### src/design/assert_macros.svh
// ----------------------------------------------------------------------------
// assertion macros
// clocked concurrent checks shared by the rtl, reset disables them
// ----------------------------------------------------------------------------
`ifndef ASSERT_MACROS_SVH
`define ASSERT_MACROS_SVH

// same-cycle implication
`define ASSERT_SAME(label, clk, rst_n, ante, cons, msg) \
	label: assert property (@(posedge clk) disable iff (!rst_n) (ante) |-> (cons)) \
		else $error(msg);

// next-cycle implication
`define ASSERT_NEXT(label, clk, rst_n, ante, cons, msg) \
	label: assert property (@(posedge clk) disable iff (!rst_n) (ante) |=> (cons)) \
		else $error(msg);

`endif

### src/design/qkc_pkg.sv
// ----------------------------------------------------------------------------
// qkc_pkg
// types, register indexes and the phase table of the quadrature knob counter
// ----------------------------------------------------------------------------
package qkc_pkg;

	localparam int unsigned VAL_W  = 32;
	localparam int unsigned WIN_W  = 16;
	localparam int unsigned STEP_W = 8;
	localparam int unsigned IDX_W  = 3;

	// configuration register indexes
	localparam logic [IDX_W-1:0] REG_COUNT_STYLE  = 3'd0;
	localparam logic [IDX_W-1:0] REG_MIN_VALUE    = 3'd1;
	localparam logic [IDX_W-1:0] REG_MAX_VALUE    = 3'd2;
	localparam logic [IDX_W-1:0] REG_START_VALUE  = 3'd3;
	localparam logic [IDX_W-1:0] REG_BOOST_EN     = 3'd4;
	localparam logic [IDX_W-1:0] REG_BOOST_WINDOW = 3'd5;
	localparam logic [IDX_W-1:0] REG_BOOST_STEP   = 3'd6;

	localparam logic STYLE_BOUNDED = 1'b0;
	localparam logic STYLE_WRAP    = 1'b1;

	localparam logic FUNC_SAMPLE = 1'b0;
	localparam logic FUNC_TICK   = 1'b1;

	localparam logic DIR_INCR = 1'b0;
	localparam logic DIR_DECR = 1'b1;

	typedef enum logic [2:0] {
		PH_IDLE = 3'd0,
		PH_CW1  = 3'd1,
		PH_CW2  = 3'd2,
		PH_CW3  = 3'd3,
		PH_CCW1 = 3'd4,
		PH_CCW2 = 3'd5,
		PH_CCW3 = 3'd6
	} phase_t;

	typedef struct packed {
		phase_t nxt;
		logic   up;
		logic   down;
	} phase_step_t;

	// pins = {pin_a, pin_b}; both high always goes back to idle
	function automatic phase_step_t next_phase(input phase_t ph, input logic [1:0] pins);
		phase_step_t r;
		r.up   = 1'b0;
		r.down = 1'b0;
		r.nxt  = PH_IDLE;
		case (ph)
			PH_CW1: begin
				case (pins)
					2'b00: r.nxt = PH_CW2;
					2'b01: r.nxt = PH_CW1;
					2'b10: r.nxt = PH_CW1;
					default: r.nxt = PH_IDLE;
				endcase
			end
			PH_CW2: begin
				case (pins)
					2'b00: r.nxt = PH_CW2;
					2'b01: r.nxt = PH_CW1;
					2'b10: r.nxt = PH_CW3;
					default: r.nxt = PH_IDLE;
				endcase
			end
			PH_CW3: begin
				case (pins)
					2'b00: r.nxt = PH_CW2;
					2'b01: r.nxt = PH_CW3;
					2'b10: r.nxt = PH_CW3;
					default: begin
						r.nxt = PH_IDLE;
						r.up  = 1'b1;
					end
				endcase
			end
			PH_CCW1: begin
				case (pins)
					2'b00: r.nxt = PH_CCW2;
					2'b01: r.nxt = PH_CCW1;
					2'b10: r.nxt = PH_CCW1;
					default: r.nxt = PH_IDLE;
				endcase
			end
			PH_CCW2: begin
				case (pins)
					2'b00: r.nxt = PH_CCW2;
					2'b01: r.nxt = PH_CCW3;
					2'b10: r.nxt = PH_CCW1;
					default: r.nxt = PH_IDLE;
				endcase
			end
			PH_CCW3: begin
				case (pins)
					2'b00: r.nxt = PH_CCW2;
					2'b01: r.nxt = PH_CCW3;
					2'b10: r.nxt = PH_CCW3;
					default: begin
						r.nxt  = PH_IDLE;
						r.down = 1'b1;
					end
				endcase
			end
			default: begin
				// idle and the unused code
				case (pins)
					2'b01: r.nxt = PH_CW1;
					2'b10: r.nxt = PH_CCW1;
					default: r.nxt = PH_IDLE;
				endcase
			end
		endcase
		return r;
	endfunction

endpackage

### src/design/quadrature_knob_counter.sv
// a request is registered in the input register, then decoded; its result is held in the output register
// throughput: one request per cycle while the output is not stalled, set by the single decode stage and output register
// a stalled output holds the decode stage; ticks and samples then wait in the input register
// reset (arst_n low, asynchronous): phase idle, count = 0, tick and history cleared,
// configuration registers return to their defaults
// ----------------------------------------------------------------------------
// quadrature_knob_counter
// debounced two-pin knob decoder with boost step and bounded or wrapping count
// ----------------------------------------------------------------------------
`include "assert_macros.svh"

module quadrature_knob_counter (
	input  logic                                 clk,
	input  logic                                 arst_n,
	// configuration
	input  logic                                 cfg_valid,
	output logic                                 cfg_ready,
	input  logic [qkc_pkg::IDX_W-1:0]            cfg_index,
	input  logic [qkc_pkg::VAL_W-1:0]            cfg_data,
	// input items
	input  logic                                 in_valid,
	output logic                                 in_ready,
	input  logic                                 func,
	input  logic                                 pin_a,
	input  logic                                 pin_b,
	// results
	output logic                                 out_valid,
	input  logic                                 out_ready,
	output logic                                 direction,
	output logic signed [qkc_pkg::VAL_W-1:0]     new_value
);

	localparam int unsigned W = qkc_pkg::VAL_W;
	localparam int unsigned XW = W + 2;

	typedef enum logic [1:0] {
		LAST_NONE = 2'd0,
		LAST_UP   = 2'd1,
		LAST_DOWN = 2'd2
	} last_dir_t;

	// configuration registers
	logic                          style_q;
	logic [W-1:0]                  min_q;
	logic [W-1:0]                  max_q;
	logic                          boost_en_q;
	logic [qkc_pkg::WIN_W-1:0]     window_q;
	logic [qkc_pkg::STEP_W-1:0]    boost_step_q;

	// state
	qkc_pkg::phase_t               phase_q;
	logic [W-1:0]                  count_q;
	logic [W-1:0]                  tick_q;
	logic [W-1:0]                  last_tick_q;
	last_dir_t                     last_dir_q;

	// input register
	logic                          valid_s1;
	logic                          func_s1;
	logic [1:0]                    pins_s1;

	// output register
	logic                          out_valid_q;
	logic                          dir_q;
	logic [W-1:0]                  value_q;

	logic                          go;
	logic                          cfg_wr;
	qkc_pkg::phase_step_t          ps;
	logic                          is_count;
	logic [W-1:0]                  elapsed;
	logic                          boost;
	logic signed [XW-1:0]          val_x;
	logic signed [XW-1:0]          lo_x;
	logic signed [XW-1:0]          hi_x;
	logic signed [XW-1:0]          step_x;
	logic signed [XW-1:0]          room;
	logic signed [XW-1:0]          next_x;
	logic                          at_limit;
	logic                          emit;

	assign cfg_ready = 1'b1;
	assign cfg_wr    = cfg_valid & cfg_ready;

	// the decode stage moves when the output slot is free or being emptied
	assign go       = valid_s1 & (~out_valid_q | out_ready);
	assign in_ready = ~valid_s1 | go;

	assign out_valid = out_valid_q;
	assign direction = dir_q;
	assign new_value = value_q;

	always_comb begin
		ps       = qkc_pkg::next_phase(phase_q, pins_s1);
		is_count = (func_s1 == qkc_pkg::FUNC_SAMPLE) & (ps.up | ps.down);
		elapsed  = tick_q - last_tick_q;
		boost    = boost_en_q & (elapsed < {{(W - qkc_pkg::WIN_W){1'b0}}, window_q})
		         & ((ps.up & (last_dir_q == LAST_UP)) | (ps.down & (last_dir_q == LAST_DOWN)));
		val_x    = $signed({{2{count_q[W-1]}}, count_q});
		lo_x     = $signed({{2{min_q[W-1]}}, min_q});
		hi_x     = $signed({{2{max_q[W-1]}}, max_q});
		step_x   = boost ? $signed({{(XW - qkc_pkg::STEP_W){1'b0}}, boost_step_q})
		                 : $signed({{(XW - 1){1'b0}}, 1'b1});
		if (ps.up) begin
			room     = hi_x - val_x;
			at_limit = (style_q == qkc_pkg::STYLE_BOUNDED) & (val_x == hi_x);
			if (room >= step_x) begin
				next_x = val_x + step_x;
			end else if (style_q == qkc_pkg::STYLE_BOUNDED) begin
				next_x = hi_x;
			end else begin
				next_x = lo_x + room;
			end
		end else begin
			room     = val_x - lo_x;
			at_limit = (style_q == qkc_pkg::STYLE_BOUNDED) & (val_x == lo_x);
			if (room >= step_x) begin
				next_x = val_x - step_x;
			end else if (style_q == qkc_pkg::STYLE_BOUNDED) begin
				next_x = lo_x;
			end else begin
				next_x = hi_x - room;
			end
		end
		emit = is_count & ~at_limit;
	end

	always_ff @(posedge clk or negedge arst_n) begin
		if (!arst_n) begin
			valid_s1 <= 1'b0;
		end else if (in_ready) begin
			valid_s1 <= in_valid;
		end
	end

	always_ff @(posedge clk) begin
		if (in_valid && in_ready) begin
			func_s1 <= func;
			pins_s1 <= {pin_a, pin_b};
		end
	end

	always_ff @(posedge clk or negedge arst_n) begin
		if (!arst_n) begin
			style_q      <= qkc_pkg::STYLE_WRAP;
			min_q        <= '0;
			max_q        <= W'(100);
			boost_en_q   <= 1'b0;
			window_q     <= qkc_pkg::WIN_W'(100);
			boost_step_q <= qkc_pkg::STEP_W'(5);
			phase_q      <= qkc_pkg::PH_IDLE;
			count_q      <= '0;
			tick_q       <= '0;
			last_tick_q  <= '0;
			last_dir_q   <= LAST_NONE;
		end else begin
			if (go) begin
				if (func_s1 == qkc_pkg::FUNC_TICK) begin
					tick_q <= tick_q + W'(1);
				end else begin
					phase_q <= ps.nxt;
					if (is_count) begin
						last_tick_q <= tick_q;
						last_dir_q  <= ps.up ? LAST_UP : LAST_DOWN;
					end
					if (emit) begin
						count_q <= next_x[W-1:0];
					end
				end
			end
			if (cfg_wr) begin
				case (cfg_index)
					qkc_pkg::REG_COUNT_STYLE:  style_q      <= cfg_data[0];
					qkc_pkg::REG_MIN_VALUE:    min_q        <= cfg_data;
					qkc_pkg::REG_MAX_VALUE:    max_q        <= cfg_data;
					qkc_pkg::REG_START_VALUE:  count_q      <= cfg_data;
					qkc_pkg::REG_BOOST_EN:     boost_en_q   <= cfg_data[0];
					qkc_pkg::REG_BOOST_WINDOW: window_q     <= cfg_data[qkc_pkg::WIN_W-1:0];
					qkc_pkg::REG_BOOST_STEP:   boost_step_q <= cfg_data[qkc_pkg::STEP_W-1:0];
					default: ;
				endcase
			end
		end
	end

	always_ff @(posedge clk or negedge arst_n) begin
		if (!arst_n) begin
			out_valid_q <= 1'b0;
		end else if (go) begin
			out_valid_q <= emit;
		end else if (out_ready) begin
			out_valid_q <= 1'b0;
		end
	end

	always_ff @(posedge clk) begin
		if (go && emit) begin
			dir_q   <= ps.up ? qkc_pkg::DIR_INCR : qkc_pkg::DIR_DECR;
			value_q <= next_x[W-1:0];
		end
	end

	// a counted result matches the stored count
	`ASSERT_NEXT(a_value_tracks_count, clk, arst_n, go && emit && !(cfg_wr && cfg_index == qkc_pkg::REG_START_VALUE), out_valid && new_value == count_q, "result differs from count")
	// a full loop stamps the current tick
	`ASSERT_NEXT(a_stamp_tick, clk, arst_n, go && is_count, last_tick_q == tick_q, "count event did not record tick")
	// an empty input register always takes a request
	`ASSERT_SAME(a_ready_when_empty, clk, arst_n, !valid_s1, in_ready, "input stalled while empty")

endmodule

### config.mk
export PLATFORM = sky130hd
export DESIGN_NAME = quadrature_knob_counter
export DESIGN_NICKNAME = d
export VERILOG_FILES = /design/src/design/qkc_pkg.sv /design/src/design/quadrature_knob_counter.sv
export VERILOG_INCLUDE_DIRS = /design/src /design/src/design
export SDC_FILE = /design/constraint.sdc
export NUM_CORES = 1
export LEC_CHECK = 0
export BUFFER_PORTS_ARGS = -buffer_cell sky130_fd_sc_hd__buf_4
export CORE_UTILIZATION = 51
export CTS_CLUSTER_DIAMETER = 100
export DETAILED_ROUTE_END_ITERATION = 7
export PLACE_DENSITY = 0.7
export SLEW_MARGIN = 25
export SYNTH_ARGS = -nofsm -noshare
export SYNTH_HDL_FRONTEND = slang
export SYNTH_SLANG_ARGS = --single-unit
### constraint.sdc
create_clock -name clk -period 7.7 [get_ports clk]
set_input_delay 0.385 -clock clk [delete_from_list [all_inputs] [get_ports clk]]
set_output_delay 0.385 -clock clk [all_outputs]
set_load 0.02 [all_outputs]
* Word-level counts from Yosys, hierarchy flattened
Cells that the tools add are included.
** Cells by class
- Add/sub/neg operators :: 8
- Multipliers :: 0
- Divide/modulo/power cells :: 0
- Order comparisons :: 3
- Eq/ne operators :: 18
- Shift operators :: 0
- Mux-type cells :: 27
- Bitwise operators :: 18
- Reduce and logical (&&, ||, !) cells :: 16
** Operators by type and width (number)
- 2-to-1 mux 32 bit :: 10
- >= comparator 33 x 9 -> 1 bit :: 2
- subtractor 32 x 32 -> 33 bit :: 2
- == test 32 bit :: 2
- subtractor 32 bit :: 2
- adder 32 x 1 -> 32 bit, second input constant :: 1
- adder 32 bit :: 1
- adder 32 x 9 -> 32 bit :: 1
- < comparator 32 x 16 -> 1 bit :: 1
- subtractor 32 x 9 -> 32 bit :: 1
- == test 3 bit, second input constant :: 6
- one-hot mux 3 bit (2 select lines) :: 3
- one-hot mux 3 bit (6 select lines) :: 1
- AND reduction 2 bit :: 8
- == test 3 x 2 -> 1 bit, second input constant :: 4
- bitwise AND 1 bit :: 9
- one-hot mux 3 bit (3 select lines) :: 1
- 2-to-1 mux 8 bit :: 1
- one-hot mux 2 bit (2 select lines) :: 2
- 2-to-1 mux 1 bit :: 7
- == test 3 x 1 -> 1 bit, second input constant :: 2
- one-hot mux 2 bit (3 select lines) :: 1
- NOT 1 bit :: 5
- == test 2 x 1 -> 1 bit, second input constant :: 2
- other kinds (10) :: 15
** Word-level totals
- Bits in registers :: 229
- Latch bits :: 0
- Memory bits (writable) :: 0
- Bits in read-only memories :: 0
- Bits of input ports :: 43
- Output and inout port bits :: 36
- Memories :: 0

* Logic depth before layout (Yosys ltp)
- Depth after elaboration :: 16
- Depth in mapped cells :: 42
- Depth with buffers taken out :: 40

* Worst setup path before layout
Ideal clock, no wire load.
- Kind :: register to register
- Start point :: register tick_q[0]
- End point :: register count_q[25]
- Library setup time :: 125 ps
- Arrival time :: 7541 ps
- Data required time :: 7575 ps
- Slack :: 35 ps
- Cell stages (with the launch flop) :: 38
- Buffers on the path :: 1
- Period minus slack after synthesis :: 7665 ps
- Path through :: dfrtp_1 inv_1 ha_1 fa_1 nor2b_1 o21bai_1 a21oi_1 o31ai_1 nand2b_1 and2_1 a41oi_1 xnor2_1 ha_1 nor2b_1 o21ai_0 o211ai_1 a2111oi_0 o21ai_0 [... 2 more ...] nor4_1 o311a_1 nand4_1 clkbuf_1 or4b_2 ha_1 nor2b_1 o21bai_1 a21oi_1 o31a_1 o41ai_1 or3_1 nor4_1 xnor2_1 nand3_1 nor2_1 o31a_1 mux2_2
** On the way
- Cells in the longest elaborated chain, start to end :: 13
- Elaborated cells on any way between the ends :: 17
- Classes of those cells :: add/sub: 3; order compare: 3; mux: 9; bitwise: 2
** Ends and longest elaborated chain
- from (decl) :: line quadrature_knob_counter.sv:53 : logic [W-1:0] tick_q;
- from (signal assigned) :: line quadrature_knob_counter.sv:159 : tick_q <= tick_q + W'(1);
- subtractor 32 bit (*) :: line quadrature_knob_counter.sv:96 : elapsed = tick_q - last_tick_q;
- < comparator 32 x 16 -> 1 bit (*) :: line quadrature_knob_counter.sv:97 : boost = boost_en_q & (elapsed < {{(W - qkc_pkg::WIN_W){1'b0}}, window_q})
- bitwise AND 1 bit (*) :: line quadrature_knob_counter.sv:97
- bitwise AND 1 bit (*) :: line quadrature_knob_counter.sv:98 : & ((ps.up & (last_dir_q == LAST_UP)) | (ps.down & (last_dir_q == LAST_DOWN)));
- 2-to-1 mux 8 bit (*) :: line quadrature_knob_counter.sv:102 : step_x = boost ? $signed({{(XW - qkc_pkg::STEP_W){1'b0}}, boost_step_q})
- subtractor 32 x 9 -> 32 bit, or another cell as far along :: line quadrature_knob_counter.sv:118 : next_x = val_x - step_x;
- 2-to-1 mux 32 bit, on equally long branches :: line quadrature_knob_counter.sv:117, quadrature_knob_counter.sv:107
- 2-to-1 mux 32 bit (*) :: line quadrature_knob_counter.sv:104 : if (ps.up) begin
- 2-to-1 mux 32 bit (*) :: line quadrature_knob_counter.sv:166 : if (emit) begin
- 2-to-1 mux 32 bit (*) :: line quadrature_knob_counter.sv:158 : if (func_s1 == qkc_pkg::FUNC_TICK) begin
- 2-to-1 mux 32 bit (*) :: line quadrature_knob_counter.sv:157 : if (go) begin
- 2-to-1 mux 32 bit :: line quadrature_knob_counter.sv:172 : case (cfg_index)
- 2-to-1 mux 32 bit (*) :: line quadrature_knob_counter.sv:171 : if (cfg_wr) begin
- to (signal assigned) :: line quadrature_knob_counter.sv:167 : count_q <= next_x[W-1:0];
- to (signal assigned) :: line quadrature_knob_counter.sv:176 : qkc_pkg::REG_START_VALUE: count_q <= cfg_data;
- to (decl) :: line quadrature_knob_counter.sv:52 : logic [W-1:0] count_q;
Mark *: on every way between the ends. The rest lies on a longest branch, timed or not.
A chain may end at the register's enable or synchronous reset.

* Worst setup path after layout
- Start point :: register tick_q[1]
- End point :: register value_q[24], in the netlist new_value[24] (data pin)
** On the way
- Cells in the longest elaborated chain, start to end :: 8
- Elaborated cells on any way between the ends :: 12
- Classes of those cells :: add/sub: 3; order compare: 3; mux: 4; bitwise: 2
** Ends and longest elaborated chain
- subtractor 32 bit (*) :: line quadrature_knob_counter.sv:96
- < comparator 32 x 16 -> 1 bit (*) :: line quadrature_knob_counter.sv:97
- bitwise AND 1 bit (*) :: line quadrature_knob_counter.sv:97
- bitwise AND 1 bit (*) :: line quadrature_knob_counter.sv:98
- 2-to-1 mux 8 bit (*) :: line quadrature_knob_counter.sv:102
- subtractor 32 x 9 -> 32 bit, or another cell as far along :: line quadrature_knob_counter.sv:118
- 2-to-1 mux 32 bit, on equally long branches :: line quadrature_knob_counter.sv:117, quadrature_knob_counter.sv:107
- 2-to-1 mux 32 bit (*) :: line quadrature_knob_counter.sv:104
- net next_x[24] :: line quadrature_knob_counter.sv:78 : logic signed [XW-1:0] next_x;
- to (signal assigned) :: line quadrature_knob_counter.sv:199 : value_q <= next_x[W-1:0];
- to (decl) :: line quadrature_knob_counter.sv:65 : logic [W-1:0] value_q;
The timed path passes the listed nets; every way through them passes the cells marked *.

==> summary.md <==
| Metric | Value |
|---|---|
| Core area | `approximately 43000 um2` |
| Ranking of synthesized cells by area | `dfrtp_1 21%, ha_1 12%, xnor2_1 5.8%` |
| Count leader, synth | `nand2_1` |
| Slew headroom | `28.2%` |
| Total CTS buffers | `29` |
| Unrepaired setup endpoints after global routing | `yes` |
| Largest net degree at the start of global routing | `70` |
| Least-Margin Pin Slew | `1.07 ns` |
| Wire per inst | `roughly 24 um` |
| Initial antenna violation count | `1` |
| Starting density of the core | `51.8%` |
| Crit path time final | `7.90 ns` |
| Fill cell count | `3760` |
| Data arrival, critical path | `8.24 ns` |
| Cell count after synthesis | `2628` |
| # Max-Cap Violations | `0` |
| Grt ovf | `0` |
| Violated checks | `negative setup slack` |
| Critical Path RT | `approximately 8.1 ns` |
| Chip Width | `between 200 and 250 um` |
| Placement Setup Slack | `-0.776 ns` |
| Die area | `44800 um2` |
| Placer Congestion | `1.05` |
| Row cnt | `76` |
| WS Path Type | `flip-flop to flip-flop` |
| Synthesis Warnings | `0` |
| Global-route usage over all layers | `36.9%` |
| Post-synthesis sequential area ratio | `26.4%` |
| Area leader, netlist | `dfrtp_1` |
| Die H | `212 um` |
| CP Max Fanout | `6` |
| Fin Setup TNS | `-4.18 ns` |
| PD cells | `479 nW/um2` |
| Share of layout cells above drive strength 1 | `approximately a fifth` |
| CP max stage delay | `0.54 ns` |
| Status | `finished with violations` |
| Vias | `22000` |
| CTS sink cnt | `229` |
| Final period util | `103%` |
| FF+latch count, synth | `around 230` |
| First drt pass iteration count | `6` |
| Post-synthesis instance area | `22400 um2` |
| Top-level I/O count | `79` |
| List of most frequent post-synthesis cells | `218 x nand2_1, 213 x ha_1, 185 x a21oi_1, 184 x dfrtp_1, 175 x inv_1` |
| VDD IR max | `around 0.36 mV` |
| CP max stage cell | `or4b_4` |
| Post-Syn Nets | `2891` |
| Final hold violation count | `0` |
| Finished Cell Area | `26600 um2` |
| Final slew viol count | `0` |
| IO Port Bufs | `slightly below 80` |
| Remaining DRCs | `0` |
| Via density | `6.45` |
| Post-synthesis cell type count | `83` |
| Worst Hold Class | `input port to flip-flop` |
| Clock Latency Late Sink | `about 0.6 ns` |
| Crit end category | `flip-flop` |
| Setup ws final | `-0.196 ns` |
| FMAX | `127 MHz` |
| Antenna-violating nets left | `0` |
| Top FF cell, synth | `dfrtp_1` |
| Most common cell on crit path | `nand4_1` |
| CTS root buf | `clkbuf_16` |
| Routed wire length | `83300 um` |
| CTS clock-pin slew for the worst setup and hold paths | `about 0.060 ns` |
| Clock Skews | `roughly 0.041 ns` |
| H-Tree Level Count | `1` |
| Area Growth Syn to Fin | `18.7%` |
| Drt first-iter violations | `2452` |
| P_leak | `12.0 nW` |
| First-pass GRT wire length | `roughly 130000 um` |
| EDFF count, synth | `36` |
| Vias in the first global route | `21100` |
| Asr flop ratio synth | `84.3%` |
| Share of the synthesized area in the top cell type | `around a fifth` |
| # setup viols final | `53` |
| Post-DP HPWL | `63000 um` |
| Avg Cell Area, Syn | `roughly 8.5 um2` |
| Startpoint Class | `flip-flop` |
| Placed Instance Area | `24500 um2` |
| CTS tree | `done` |
| Nets | `3072` |
| Bufs on Longest Clock Path | `3` |
[kinds of logic after synthesis]
logic type	after synthesis	share of synthesized area [%]
and+or+nand+nor	741	16.7
AOI/OAI and AO/OA	738	21.7
buffers and inverters	291	5.05
DFF	229	26.4
adders and majority gates	220	12.5
xor gates and xnor gates	206	8.05
muxes	202	9.62
other	1	0.0167
[power breakdown]
part | switching [mW] | internal [mW]
sequential | 0.289 | 1.47
clock | 0.596 | 0.830
combinational | 5.53 | 4.03
total | 6.41 | 6.33
[sequential cells by signal (all words and copies together) (netlist names)]
register / cells
boost_step_q: 8
pins_s1: 2
phase_q: 3
tick_q: 32
max_q: 32
style_q: 1
new_value: 32
func_s1: 1
last_tick_q: 32
min_q: 32
last_dir_q: 2
count_q: 32
direction: 1
window_q: 16
out_valid: 1
boost_en_q: 1
valid_s1: 1
[worst max-delay path: cells and delay by family (launching register included)]
kind	cells	cell delay [ns]
flip-flops	1	0.40
XOR/XNOR	1	0.15
AND/OR/NAND/NOR	13	2.83
adder cells (fa/ha/maj)	3	0.74
multiplexers	2	0.35
AO/OA/AOI/OAI	11	2.28
buffers and inverters	6	0.91
[cell type report]
type | count | area (um2) | area share [%]
diodes | 1 | 2.50 | 0.00940
clock buffers | 39 | 793 | 2.98
clock inverters | 15 | 186 | 0.701
inverters | 178 | 668 | 2.51
multi-input cells | 2108 | 16000 | 60.3
flip-flops and latches | 229 | 5930 | 22.3
well taps | 585 | 732 | 2.75
repair buffers | 263 | 2260 | 8.50
[metrics by stage]
step | instances | utilization, % | hold slack, ns | power (mW)
final | 3418 | 61.5 | 0.0236 | 12.7
after global routing | 3417 | 61.5 | 0.0390 | 13.5
after CTS | 3409 | 60.9 | 0.00209 | 12.3
after detailed placement | 3326 | 56.6 | 0.462 | 10.3
after global placement | 3326 | 56.6 | 0.448 | 10.2
after floorplan | 2628 | - | 0.0894 | 7.72
[repair_timing]
item                                    CTS  global route
endpoints found under the setup margin   64            64
endpoints found under the hold margin    71             0
hold buffers                              9             0
cloned                                    3             0
pin swaps                                55            59
gates resized for setup                 102            50
setup buffers                            19            10
[cell usage in the layout (no fill, tap or decap), types with 10 or more instances in the layout]
cell type | synthesis | layout
a21oi_2 | 1 | 14
nand2_1 | 218 | 217
a21oi_1 | 185 | 170
or3_1 | 26 | 26
inv_1 | 175 | 171
nand3_1 | 65 | 65
a21o_1 | 98 | 97
mux2i_1 | 94 | 92
o21bai_1 | 21 | 20
a221oi_1 | 11 | 10
and3_1 | 26 | 24
a31oi_1 | 19 | 18
nor4_1 | 20 | 17
nor3_1 | 60 | 53
buf_6 | 3 | 18
o21ai_0 | 157 | 142
dfrtp_1 | 184 | 184
nor2b_1 | 20 | 18
o31ai_1 | 28 | 26
ha_1 | 213 | 197
ha_4 | 0 | 14
xnor2_1 | 149 | 149
buf_4 | 2 | 221
nand2b_1 | 27 | 27
nand4_1 | 47 | 47
o21a_1 | 33 | 33
edfxtp_1 | 36 | 36
buf_12 | 0 | 11
and2_1 | 19 | 17
nor2_1 | 136 | 129
or2_2 | 14 | 14
o21ai_1 | 3 | 14
clkbuf_16 | 0 | 29
a211oi_1 | 29 | 26
mux2_2 | 108 | 100
xor2_1 | 57 | 57
o211ai_1 | 33 | 33
[final timing paths]
| kind | startpoint | end | slack, ns | cells after the start |
|---|---|---|---|---|
| min in group asynchronous | arst_n | tick_q[0] | 0.39 | 2 |
| worst min register to register | last_tick_q[20] | last_tick_q[20] | 0.51 | 1 |
| worst min-delay path | cfg_data[14] | min_q[14] | 0.02 | 3 |
| max in group asynchronous | arst_n | max_q[18] | 5.93 | 3 |
| worst max register to register | tick_q[1] | new_value[24] | -0.20 | 36 |
| worst max-delay path | tick_q[1] | new_value[24] | -0.20 | 36 |
[metal layers]
metal	part of all wire, %	wire [um]	GRT usage [%]	vias up
li1	-	-	-	9987
met1	43	35600	51.7	10700
met2	44	36300	56.9	1177
met3	9.8	8180	6.36	194
met4	3.9	3240	12.9	2
met5	0.023	19	0	-
Power figures use the tool's default switching activity.
